[src/design/assert_macros.svh]
// Assertion macros shared by the box filter RTL.
// Each macro expects signals clk and arst_n in the scope where it is used.
`ifndef ASSERT_MACROS_SVH
`define ASSERT_MACROS_SVH

// Implication checked at every rising clock edge outside reset.
`define RBF_ASSERT_IMPLY(label, ante, cons) \
	label: assert property (@(posedge clk) disable iff (!arst_n) (ante) |-> (cons)) \
		else $error("box filter implication check failed");

// Condition that must never hold at a rising clock edge outside reset.
`define RBF_ASSERT_NEVER(label, cond) \
	label: assert property (@(posedge clk) disable iff (!arst_n) !(cond)) \
		else $error("box filter forbidden condition seen");

`endif

[src/design/rbf_cell.sv]
// One cell of the column sum delay chain: holds one column's three sums and
// passes them to its neighbor each time a pixel moves through. No dependencies.
module rbf_cell #(
	parameter int unsigned WIDTH = 36
) (
	input  logic             clk,
	input  logic             arst_n,
	input  logic             shift,
	input  logic [WIDTH-1:0] d,
	output logic [WIDTH-1:0] q
);

	logic [WIDTH-1:0] sums_q;

	always_ff @(posedge clk or negedge arst_n) begin
		if (!arst_n) begin
			sums_q <= '0;
		end else if (shift) begin
			sums_q <= d;
		end
	end

	assign q = sums_q;

endmodule

[config.mk]
export PLATFORM = sky130hd
export DESIGN_NAME = rbf_cell
export DESIGN_NICKNAME = d
export VERILOG_FILES = /design/src/design/assert_macros.svh /design/src/design/rbf_cell.sv
export SDC_FILE = /design/constraint.sdc
export NUM_CORES = 1
export LEC_CHECK = 0
export BUFFER_PORTS_ARGS = -buffer_cell sky130_fd_sc_hd__buf_2
export CORE_MARGIN = 2
export CORE_UTILIZATION = 37
export CTS_CLUSTER_DIAMETER = 50
export DETAILED_ROUTE_END_ITERATION = 8
export PLACE_DENSITY = 0.64
export SLEW_MARGIN = 20
export SYNTH_ARGS = -nofsm -noshare
export SYNTH_HDL_FRONTEND = slang
export SYNTH_SLANG_ARGS = --single-unit
[constraint.sdc]
create_clock -name clk -period 1.1 [get_ports clk]
set_clock_uncertainty 0.2 [all_clocks]
set_input_delay 0.165 -clock clk [delete_from_list [all_inputs] [get_ports clk]]
set_output_delay 0.165 -clock clk [all_outputs]
set_load 0.01 [all_outputs]
==> flow_summary.json, run 1 <==
{
  "status": "complete, but fails checks",
  "violations": "negative setup slack",
  "ant_nets": 0,
  "rsz0062_at_grt": "true",
  "holdCritStartpoint": "d[23]",
  "drc_errors": 0,
  "fin_ws_ns": -0.0964,
  "period_share": 1.09,
  "io_pins": 75,
  "regToRegSetupSlack_ns": -0.01,
  "fin_nets": 237,
  "crit_type": "reg2out",
  "path_buf_inv": 1,
  "drt_pre_antenna_iters": 3,
  "wl_per_cell_um": 13.6,
  "synth.distinct_cells": 5,
  "drv_slew": 0,
  "die_y_um": 67.5,
  "crit_path_start": "q[30]",
  "cp_slowest_stage_delay_ns": 0.40,
  "setup_viol": 50,
  "grt_max_degree": 37,
  "netlist_area_sq_um": 1490,
  "num_vias": 1083,
  "io_buffers": 74,
  "pre_cts_slack_ns": -0.0731,
  "syn2layout_area_growth_pct": 66.6,
  "leakagePower_nw": 1.28,
  "cp_slowest_cell": "dfrtp_1",
  "antennaDiodeCount": 0,
  "cts_buffer_depth": 2,
  "ir_drop_uv": 760,
  "critical_path_required_ns": 0.73,
  "synth-seq-cells": 36,
  "crit_fanout": 2,
  "critPathLaunchType": "flip-flop",
  "synthCells": 76,
  "clk_pin_slew_ns": 0.07,
  "cts_tree": "done",
  "antenna_found_initial": 0,
  "synth_warnings": 0,
  "root_buffer": "clkbuf_8",
  "slew-limit-headroom": 0.872,
  "tns_ns": -2.48,
  "drv_cap": 0,
  "crit_chain": "buf_2",
  "reg2reg_from": "q[32]",
  "largest_reg_flops": 36,
  "worstSkewPairLatency_ns": 0.28,
  "clock-sinks": 36,
  "initial_utilization": 0.378,
  "utilization": 0.630,
  "hold_class": "in2reg",
  "dieWidth_um": 67.5,
  "cts_buffers": 5,
  "drt-initial-drc-count": 31,
  "grt_pass1_wl_mm": 5.02,
  "routed_via_density": 4.35,
  "crit_family": "flip-flops",
  "end_kind": "output pin",
  "post-route-min-period_ns": 1.20,
  "p_per_area_nw_per_um2": 1310,
  "die_area_sq_um": 4550,
  "seq_area_frac_synth": 0.605,
  "grt_overflow": 0,
  "tightest_slew_ns": 0.193,
  "place.gp.congestion": 0.629,
  "finalWirelength_mm": 3.39,
  "drive_gt1_frac": 0.623,
  "finalHoldViolations": 0,
  "syn_nets": 115,
  "timing.fmax_ghz": 0.836,
  "rows": 23,
  "grt_pass1_vias": 1073,
  "synth.avg_cell_area_sq_um": 19.6,
  "core-area_sq_um": 3940,
  "arrival_ns": 0.83,
  "grt_use_total": 0.153,
  "htree_levels": 2
}
[area by class of cell]
class,count,area (sq um)
clock buffer,8,90.1
fill,305,1460
multi-input combinational,36,518
sequential,36,901
tap,50,62.6
timing repair buffer,119,911
[Yosys cell counts, drive strengths merged]
| library cell | count | area share |
|---|---|---|
| buf | 4 | 0.048 |
| dfrtp | 36 | 0.60 |
| mux2 | 36 | 0.35 |
[report_power, final]
part	internal (mW)	leakage [nW]	switching (mW)
clock	0.510	0.0455	0.427
combinational	0.504	0.809	0.265
sequential	1.46	0.421	0.0785
total	2.47	1.28	0.770
[routing by layer]
layer	share of wire	GRT usage	up-vias
met2	0.50	0.261	55
met5	0	0	-
met4	0.0062	0.0306	0
met3	0.080	0.0483	4
met1	0.41	0.191	519
li1	-	-	505
[logic make-up after synthesis]
kind of cell           share of synthesized area
multiplexers                               0.348
flip-flops                                 0.605
buffers and inverters                     0.0479
[repair_timing]
item | CTS | global route
hold endpoints to repair | 72 | 4
buffers inserted | 11 | 4
gates resized for setup | 1 | 9
hold buffers | 33 | 4
endpoints found under the setup margin | 36 | 52
[path summary, 6_finish.rpt]
| check | endpoint | cells past startpoint |
|---|---|---|
| min in group asynchronous | q[30] | 3 |
| max in group asynchronous | q[0] | 3 |
| setup / recovery | q[30] | 1 |
| hold / removal | q[23] | 3 |
| setup reg to reg | q[32] | 2 |
| hold reg to reg | q[35] | 1 |
[through the flow]
stage	cells	hold slack [ns]	power, mW	area [sq um]
after floorplan	76	-0.331	1.87	1490
after global placement	199	-0.0614	2.11	1910
after detailed placement	199	-0.0541	2.13	1910
after CTS	251	-0.0754	3.24	2420
after global routing	249	0.0987	3.44	2480
final	249	0.0916	3.24	2480
[placed cells by master, fill, tap and decap left out]
cell type and count:
clkbuf_1 2, dlymetal6s4s_1 2, dlygate4sd3_1 35, clkbuf_8 6, mux2_2 6, buf_12 3, buf_6 8, buf_4 12
buf_2 59, dfrtp_1 36, mux2_4 30
(Power assumes the default switching activity.)
==> inputs of run 2 (changes only) <==
--- a/config.mk
+++ b/config.mk
@@ -10,7 +10,7 @@
 export CORE_UTILIZATION = 37
 export CTS_CLUSTER_DIAMETER = 50
 export DETAILED_ROUTE_END_ITERATION = 8
-export PLACE_DENSITY = 0.64
+export PLACE_DENSITY = 0.76
 export SLEW_MARGIN = 20
 export SYNTH_ARGS = -nofsm -noshare
 export SYNTH_HDL_FRONTEND = slang
==> run 2 against run 1 <==
Against the previous run:
- the run ends with negative hold slack, negative setup slack left
- design area fell by 2.1%
- global-route usage rose by 0.17 points
- register-to-register slack barely moved
- sequential share of layout area rose by 0.77 points
- via count fell by 2.9%
==> flow_summary.json, run 2 (synthesis results as in run 1) <==
{
  "hold_class": "in2reg",
  "antenna_found_initial": 0,
  "end_kind": "output pin",
  "clock-sinks": 36,
  "ir_drop_uv": 835,
  "die_y_um": 67.5,
  "p_per_area_nw_per_um2": 1330,
  "clk_pin_slew_ns": 0.06,
  "grt_overflow": 0,
  "syn2layout_area_growth_pct": 63.1,
  "slew-limit-headroom": 0.870,
  "htree_levels": 2,
  "antennaDiodeCount": 0,
  "cp_slowest_cell": "dfrtp_1",
  "grt_pass1_vias": 1152,
  "arrival_ns": 0.82,
  "drv_cap": 0,
  "cts_tree": "done",
  "io_buffers": 74,
  "period_share": 1.08,
  "ant_nets": 0,
  "crit_fanout": 2,
  "rsz0062_at_grt": "true",
  "cp_slowest_stage_delay_ns": 0.40,
  "setup_viol": 44,
  "fin_ws_ns": -0.0874,
  "grt_use_total": 0.155,
  "leakagePower_nw": 1.29,
  "finalWirelength_mm": 3.47,
  "drv_slew": 0,
  "cts_buffers": 5,
  "wl_per_cell_um": 14.2,
  "crit_family": "flip-flops",
  "routed_via_density": 4.29,
  "violations": "negative hold slack, negative setup slack",
  "rr_worst_depth": 2,
  "path_buf_inv": 1,
  "post-route-min-period_ns": 1.19,
  "core-area_sq_um": 3940,
  "worstSkewPairLatency_ns": 0.27,
  "drt_pre_antenna_iters": 4,
  "finalHoldViolations": 9,
  "crit_type": "reg2out",
  "place.gp.congestion": 0.733,
  "critical_path_required_ns": 0.73,
  "mostFrequentLayoutCell": "buf_2",
  "tightest_slew_ns": 0.195,
  "drive_gt1_frac": 0.662,
  "crit_chain": "buf_2",
  "largest_reg_flops": 36,
  "total_power_mw": 3.24,
  "drt-initial-drc-count": 10,
  "status": "complete, but fails checks",
  "cts_buffer_depth": 2,
  "fin_nets": 233,
  "holdWs_ns": -0.0697,
  "holdPathStages": 2,
  "io_pins": 75,
  "die_area_sq_um": 4550,
  "root_buffer": "clkbuf_8",
  "grt_max_degree": 37,
  "timing.fmax_ghz": 0.842,
  "initial_utilization": 0.378,
  "dieWidth_um": 67.5,
  "hpwl_mm": 2.20,
  "critical_path_depth": 1,
  "num_vias": 1052,
  "critPathLaunchType": "flip-flop",
  "grt_pass1_wl_mm": 5.18,
  "drc_errors": 0,
  "rows": 23,
  "final_cell_mix": "buf_2, dfrtp_1, mux2_4"
}
## run 2: report_power, final
group | switching [mW] | internal, mW
sequential | 0.0759 | 1.46
clock | 0.417 | 0.510
combinational | 0.275 | 0.506
total | 0.769 | 2.47
## run 2: final timing paths
check | end | slack (ns) | startpoint
max | q[26] | -0.09 | q[26]
min | q[12] | -0.07 | d[12]
max reg2reg | q[23] | -0.01 | q[23]
min reg2reg | q[33] | 0.30 | q[33]
max in group asynchronous | q[11] | 0.30 | arst_n
min in group asynchronous | q[2] | 0.22 | arst_n
## run 2: layout make-up
type                            instances  area (sq um)
Tap cell                               50          62.6
Clock buffer                            8          90.1
Sequential cell                        36           901
Fill cell                             291          1510
Timing Repair Buffer                  115           856
Multi-Input combinational cell         36           522
## run 2: routing by layer
layer	track usage	vias up	share of wire
met5	0	-	0
met4	0.0587	0	0.0087
met3	0.0433	4	0.050
met2	0.263	44	0.54
met1	0.185	504	0.41
li1	-	500	-
## run 2: worst reg2reg max path: stages (launching register included)
cell and delay (ns):
dfrtp_1 0.39, buf_4 0.14, mux2_4 0.27
## run 2: stage by stage
stage,std cells,worst slack [ns],setup TNS [ns],area [sq um],util
4_1_cts,247,-0.0903,-2.53,2370,0.600
6_report,245,-0.0874,-2.18,2430,0.617
3_5_place_dp,200,-0.120,-3.31,1920,0.487
5_1_grt,245,-0.109,-3.41,2430,0.617
2_1_floorplan,76,0.0443,0,1490,-
3_3_place_gp,200,-0.0886,-2.51,1920,0.487
## run 2: what timing repair did
item / in CTS / in global routing
endpoints found under the hold margin: 72 / 12
pin swaps: 0 / 0
setup endpoints to repair: 36 / 62
hold buffers: 26 / 3
buffers inserted: 13 / 10
resized for setup: 0 / 10
