<file path="src/design/assert_macros.svh">
// Assertion macros shared by the box filter RTL.
// Each macro expects signals clk and arst_n in the scope where it is used.
`ifndef ASSERT_MACROS_SVH
`define ASSERT_MACROS_SVH

// Implication checked at every rising clock edge outside reset.
`define RBF_ASSERT_IMPLY(label, ante, cons) \
	label: assert property (@(posedge clk) disable iff (!arst_n) (ante) |-> (cons)) \
		else $error("box filter implication check failed");

// Condition that must never hold at a rising clock edge outside reset.
`define RBF_ASSERT_NEVER(label, cond) \
	label: assert property (@(posedge clk) disable iff (!arst_n) !(cond)) \
		else $error("box filter forbidden condition seen");

`endif

</file>
<file path="src/design/rbf_pkg.sv">
// Package for the RGB box filter: result word type, register indexes, FIFO size.
// Used by rbf_fifo, rgb_box_filter_valid and the testbench; depends on nothing.
package rbf_pkg;

	localparam int unsigned PIX_W = 8;
	localparam int unsigned NUM_CH = 3;
	localparam int unsigned CFG_W = 11;
	localparam int unsigned FIFO_DEPTH = 8;
	localparam int unsigned FIFO_AW = $clog2(FIFO_DEPTH);
	localparam int unsigned CREDIT_W = $clog2(FIFO_DEPTH + 1);

	// Configuration register indexes.
	localparam logic CFG_FRAME_WIDTH = 1'b0;
	localparam logic CFG_FRAME_HEIGHT = 1'b1;

	typedef struct packed {
		logic frame_end;
		logic [PIX_W-1:0] blue;
		logic [PIX_W-1:0] green;
		logic [PIX_W-1:0] red;
	} result_t;

endpackage

</file>
<file path="src/design/rbf_fifo.sv">
// Small output FIFO for result words of the box filter.
// Depends on rbf_pkg for the word type and the depth.
module rbf_fifo (
	input  logic             clk,
	input  logic             arst_n,
	input  logic             push,
	input  rbf_pkg::result_t wdata,
	input  logic             pop,
	output rbf_pkg::result_t rdata,
	output logic             not_empty,
	output logic             full
);
	import rbf_pkg::*;

	result_t mem_q [FIFO_DEPTH];
	logic [FIFO_AW-1:0] wr_ptr_q;
	logic [FIFO_AW-1:0] rd_ptr_q;
	logic [FIFO_AW:0]   count_q;

	always_ff @(posedge clk) begin
		if (push) begin
			mem_q[wr_ptr_q] <= wdata;
		end
	end

	always_ff @(posedge clk or negedge arst_n) begin
		if (!arst_n) begin
			wr_ptr_q <= '0;
			rd_ptr_q <= '0;
			count_q <= '0;
		end else begin
			if (push) begin
				wr_ptr_q <= wr_ptr_q + 1'b1;
			end
			if (pop) begin
				rd_ptr_q <= rd_ptr_q + 1'b1;
			end
			if (push && !pop) begin
				count_q <= count_q + 1'b1;
			end else if (pop && !push) begin
				count_q <= count_q - 1'b1;
			end
		end
	end

	assign rdata = mem_q[rd_ptr_q];
	assign not_empty = (count_q != '0);
	assign full = (count_q == (FIFO_AW + 1)'(FIFO_DEPTH));

endmodule

</file>
<file path="config.mk">
export PLATFORM = sky130hd
export DESIGN_NAME = rbf_fifo
export DESIGN_NICKNAME = d
export VERILOG_FILES = /design/src/design/assert_macros.svh /design/src/design/rbf_pkg.sv /design/src/design/rbf_fifo.sv
export SDC_FILE = /design/constraint.sdc
export NUM_CORES = 1
export LEC_CHECK = 0
export BUFFER_PORTS_ARGS = -buffer_cell sky130_fd_sc_hd__buf_4
export CAP_MARGIN = 10
export CORE_MARGIN = 10
export CORE_UTILIZATION = 29
export CTS_CLUSTER_DIAMETER = 60
export DETAILED_ROUTE_END_ITERATION = 16
export PLACE_DENSITY = 0.41
export SYNTH_ARGS = -nofsm -noshare
export SYNTH_HDL_FRONTEND = slang
export SYNTH_SLANG_ARGS = --single-unit
</file>
<file path="constraint.sdc">
create_clock -name clk -period 3.39 [get_ports clk]
set_input_delay 0.678 -clock clk [delete_from_list [all_inputs] [get_ports clk]]
set_output_delay 0.678 -clock clk [all_outputs]
set_load 0.05 [all_outputs]
</file>
==> impl_results.md, run 1 <==
* Outcome: finished clean
* P per Cell Area at 924 mW/mm2
* Core area at 0.0280 mm2
* Final non-filler cell area at 0.0101 mm2
* Via count at 3,750
* GRT Overall Usage at 9.70%
* RSZ-0062 raised after global routing: false
* Hold path start: push
* Peak fanout along the critical path at 25
* Cell leakage power at 0.00342 uW
* Post-synth top flop: edfxtp_1
* Clock Pin Slew Worst Setup and Hold Paths at 0.06 ns
* I/O Buffers at 55
* Root Driver: clkbuf_16
* RePlAce Congestion at 0.679
* Period utilization at 94.5%
* Drt initial violations at 103
* Syn. warnings at 0
* CP max stage cell: dfrtp_2
* Startpoint types: register
* Worst hold stages at 2
* Area leader, netlist: edfxtp_1
* Grt ovf at 0
* VDD IR-drop max at 393 uV
* R2R cell count at 3
* Vias per cell at 4.53
* Mapped Cells at 350
* Die X at 189 um
* Placed cell area at 0.00933 mm2
* Metal3 WL at 749 um
* Met2 WL at 8980 um
* Worst Setup End Kind: primary output
* Commonest cells after routing, fill and taps aside: 200 x edfxtp_1, 64 x buf_4, 49 x mux4_1, 28 x mux2_2, 25 x clkbuf_16
* Initial antenna violation count at 0
* Vias in the first global route at 4,223
* Worst-Skew Late Latency at 0.51 ns
* Starting Density at 29.7%
* Highest metal used: met4
* Commonest non-fill, non-tap cell in the layout: edfxtp_1
* WHS at 0.403 ns
* Setup CP Type: reg2out
* # DRC at 0
* WP data arrival at 2.52 ns
* Max clock buf depth at 3
* Min Tclk post-route at 3.20 ns
* Req. time, crit path at 2.71 ns
* Pin count of the biggest net entering global routing at 27
* CP startpoint: rd_ptr_q[0]
* Worst Max-Slew Pin Slew at 0.599 ns
* Post-synth EDFFs at 200
* Crit Reg-Reg Endpoint: mem_q[4][12]
* Die Span Y at 189 um
* Avg Inst Size Synth at 23.7 um2
* Setup TNS at 0 ns
* WL met1 at 7460 um
* Fin cells at 827
* Final wirelength at 17,500 um
* CTS Buf Count at 25
* Syn_nets at 385
* IO Pins at 56
* Final hold viol count at 0
* Final net count at 467
* Final Setup Violations at 0
* CTS tree: yes
* Worst path cell trace: buf_12 > mux4_1 > mux2_2 > buf_4
* Synth unique cells at 28
* Post-synthesis register bit count at 210
* Sequential share of the synthesized area at 75.3%
* Initial DRT Pass Iterations at 4
* Placed cell count at 782
* Share of cells above drive strength 1 at 31.8%
* Post-DP HPWL at 10,000 um
* Sink Count at 210
* Die area at 0.0358 mm2
* Max-slew headroom at 60.0%
* Postcts setup bufs at 0
* RR Startpoint: wr_ptr_q[1]
* Hold Path End: wr_ptr_q[0]
* Max Cap Viol at 0
* Slew Limit Fails at 0
* Synthesized cell area at 0.00831 mm2
* Worst Setup Slack post-DPL at 0.694 ns
* Clk_skew at 0.0115 ns
* Final ANT Viol Nets at 0
* Antenna cells at 0
* Hold Path Class: in2reg
* Site row count at 61
* Setup ws final at 0.188 ns
* DR WL/cell at 21.1 um
* Max Freq at 0.312 GHz
* Worst stage delay on the critical path at 0.65 ns
* Synth top area share at 72.3%
* H-tree levels at 1
* Setup slack, reg-to-reg at 1.53 ns
* Ys async rst share at 4.76%
* Area grow syn2layout at 21.5%
* First-pass GRT wire length at 26,300 um
* Synth area leaders: edfxtp_1 72%, mux4_1 15%, mux2_2 3.8%
==> how the worst max path moves through the flow <==
stage	to	depth (start not counted)
6_report	rdata[12]	4
5_1_grt	rdata[5]	4
4_1_cts	rdata[12]	4
3_5_place_dp	rdata[12]	4
3_3_place_gp	rdata[5]	4
2_1_floorplan	mem_q[0][0]	2
==> layout make-up <==
cell class,instances,area (um2)
clock buffer,33,686
clock inverter,11,65.1
fill,2594,17900
inverter,2,7.51
multi-input combinational,122,1990
sequential,210,6260
tap,378,473
timing repair buffer,71,611
==> power breakdown <==
group	leakage [uW]	switching (uW)	internal [uW]	total, uW
clock	0.000366	989	1420	2410
combinational	0.00112	2070	1370	3440
sequential	0.00193	195	3280	3470
total	0.00342	3250	6070	9320
==> through the flow <==
stage | util (%) | total power [uW]
after floorplan | - | 5920
after global placement | 33.3 | 7050
after detailed placement | 33.3 | 7070
after CTS | 36.0 | 9520
after global routing | 36.0 | 9790
final | 36.0 | 9320
==> registers in the layout (all words and copies together) (netlist names) <==
| register | flops |
|---|---|
| wr_ptr_q | 3 |
| rd_ptr_q | 3 |
| count_q | 4 |
| mem_q | 200 |
==> worst max-delay path: cells and delay by family (launching register included) <==
kind | cells | cell delay [ns]
muxes | 2 | 0.88
DFF | 1 | 0.65
buffers and inverters | 2 | 0.48
==> kinds of logic after synthesis <==
family                   count (synthesis)  share of synthesized area, %
multiplexers                            79                          19.7
XOR/XNOR                                 6                         0.633
AO/OA/AOI/OAI                            6                         0.497
adder cells (fa/ha/maj)                  6                         0.994
flip-flops                             210                          75.3
buffers and inverters                   18                          1.37
AND/OR/NAND/NOR                         25                          1.52
==> cells in the mapped netlist, drive strengths merged (2+ instances only) <==
master and number:
mux4 50, edfxtp 200, xor2 2, clkbuf 8
nor3 3, dfrtp 10, nand2 6, or4 2
nand3 2, xnor2 4, mux2 28, inv 2
o211ai 2, a21oi 2, nor2 6, nand2b 3
ha 5, buf 8
==> per-layer routing <==
metal	vias to the layer above	GRT usage, %
met1	1968	11.7
met4	0	2.53
met2	73	17.0
met5	-	0
met3	24	2.24
li1	1685	-
==> repair_timing <==
action                    in CTS  in global routing
hold buffers                   1                  0
gates resized for setup        0                  0
hold endpoints to repair      10                  0
(Power assumes the default switching activity.)
==> inputs of run 2 (changes only) <==
CORE_UTILIZATION = 30   (was 29)
PLACE_DENSITY = 0.42   (was 0.41)
==> impl_results.md, run 2 (same netlist as run 1, synthesis figures left out) <==
* Hold Path Class: in2reg
* Final wirelength at 17,100 um (-2.0%)
* # hold bufs at CTS at 1 (unchanged)
* CP delay by family, top: flip-flops
* Clk_skew at 0.0193 ns (+0.00781 ns)
* Drt initial violations at 173 (+68%)
* Worst Max-Slew Pin Slew at 0.705 ns (+0.107 ns)
* Commonest cells after routing, fill and taps aside: 200 x edfxtp_1, 63 x buf_4, 49 x mux4_1, 28 x mux2_2, 24 x clkbuf_16
* Pwr Total at 9350 uW (+0.25%)
* Setup CP Type: reg2out
* Peak fanout along the critical path at 27 (+8.0%)
* Outcome: finished clean
* RePlAce Congestion at 0.664 (-2.3%)
* # DRC at 0 (unchanged)
* Final core utilization at 37.3% (+1.3 points)
* Postcts setup bufs at 0 (unchanged)
* Sink Count at 210 (unchanged)
* Grt ovf at 0 (unchanged)
* H-tree levels at 1 (unchanged)
* Site row count at 60 (-1.6%)
* Placed cell count at 776 (-0.77%)
* Die area at 0.0347 mm2 (-3.0%)
* Vias per cell at 4.61 (+1.6%)
* Die Span Y at 186 um (-1.5%)
* CTS resizes at 0 (unchanged)
* Area grow syn2layout at 21.7%
* Reg with most FFs: mem_q
* CTS tree: yes
* Largest regs: mem_q (200), count_q (4)
* Startpoint types: register
* Root Driver: clkbuf_16
* Period utilization at 91.5% (-3.0 points)
* First-pass GRT wire length at 26,000 um (-1.1%)
* GRT Overall Usage at 9.77% (+0.069 points)
* Worst stage delay on the critical path at 0.82 ns (+0.17 ns)
* Final hold viol count at 0 (unchanged)
* Max Freq at 0.323 GHz (+3.3%)
* Highest metal used: met4
* IO Pins at 56 (unchanged)
* Initial antenna violation count at 0 (unchanged)
* DR WL/cell at 20.9 um (-1.3%)
* Worst Setup Slack post-DPL at 0.768 ns (+0.0734 ns)
* Req. time, crit path at 2.71 ns (about the same)
* WL met1 at 7520 um (+0.89%)
* Fin cells at 821 (-0.73%)
* Die X at 186 um (-1.5%)
* Worst path cell trace: buf_12 > mux4_1 > mux2_2 > buf_4
* Metal3 WL at 702 um (-6.3%)
* RSZ-0062 raised after global routing: false
* VDD IR-drop max at 485 uV (+23%)
* Slew Limit Fails at 0 (unchanged)
* Share of cells above drive strength 1 at 32.1% (+0.22 points)
* Final Setup Violations at 0 (unchanged)
* Clock Pin Slew Worst Setup and Hold Paths at 0.06 ns (about the same)
* Starting Density at 30.7% (+1.0 points)
* Antenna cells at 0 (unchanged)
* Pin count of the biggest net entering global routing at 40 (+48%)
* Min Tclk post-route at 3.10 ns (-0.102 ns)
* Worst Setup End Kind: primary output
* Vias in the first global route at 4,100 (-2.9%)
* Max FFs per register at 200 (unchanged)
* I/O Buffers at 55 (unchanged)
* Worst-Skew Late Latency at 0.52 ns (about the same)
* WP data arrival at 2.42 ns (-0.10 ns)
* Post-DP HPWL at 9930 um (-1.2%)
* CP Buf/Inv Count at 2 (unchanged)
* Via count at 3,782 (+0.85%)
* Core area at 0.0271 mm2 (-3.2%)
* P per Cell Area at 925 mW/mm2 (+0.11%)
* Cell leakage power at 0.00342 uW (about the same)
* Setup ws final at 0.290 ns (+0.102 ns)
* Initial DRT Pass Iterations at 4 (unchanged)
* Final ANT Viol Nets at 0 (unchanged)
* CTS Buf Count at 24 (-4.0%)
* Met2 WL at 8530 um (-5.1%)
* CP max stage cell: dfrtp_2
* Setup TNS at 0 ns (unchanged)
* Max-slew headroom at 53.0% (-7.0 points)
* Final net count at 466 (-0.21%)
* Commonest non-fill, non-tap cell in the layout: edfxtp_1
* Max clock buf depth at 3 (unchanged)
* Max Cap Viol at 0 (unchanged)
run 2: area by class of cell:
cell class	instances	area (um2)
clock inverters	17	148
flip-flops and latches	210	6260
repair buffers	71	623
clock buffers	27	612
fillers	2413	17000
multi-input cells	122	1990
well taps	372	465
inverters	2	7.51
run 2: worst reg2reg max path: cells and delay by family (launching register included):
kind                   cells  cell delay [ns]
buffers and inverters      1             0.39
and+or+nand+nor            2             0.76
DFF                        1             0.40
run 2: power breakdown:
part	switching (uW)	leakage, uW	internal, uW
Combinational	2060	0.00112	1370
Clock	988	0.000368	1450
Sequential	196	0.00193	3270
Total	3250	0.00342	6100
run 2: final timing paths:
check	startpoint	end	slack, ns	cells past startpoint
setup / recovery	rd_ptr_q[1]	rdata[5]	0.29	4
hold / removal	pop	rd_ptr_q[0]	0.37	2
setup reg to reg	wr_ptr_q[1]	mem_q[1][24]	1.50	3
hold reg to reg	count_q[2]	count_q[2]	0.55	2
max in group asynchronous	arst_n	rd_ptr_q[1]	2.67	2
min in group asynchronous	arst_n	wr_ptr_q[0]	0.54	2
run 2: per-stage QoR:
step                hold slack (ns)  instance area [um2]
CTS                           0.358                10100
global route                  0.362                10100
global placement              0.521                 9340
floorplan                     0.382                 8310
detailed placement            0.522                 9340
finish                        0.368                10100
run 2: layer usage:
metal | global-route usage (%) | up-vias
met1 | 12.4 | 1995
met2 | 16.3 | 76
met5 | 0 | -
met3 | 2.16 | 26
met4 | 3.00 | 0
li1 | - | 1685
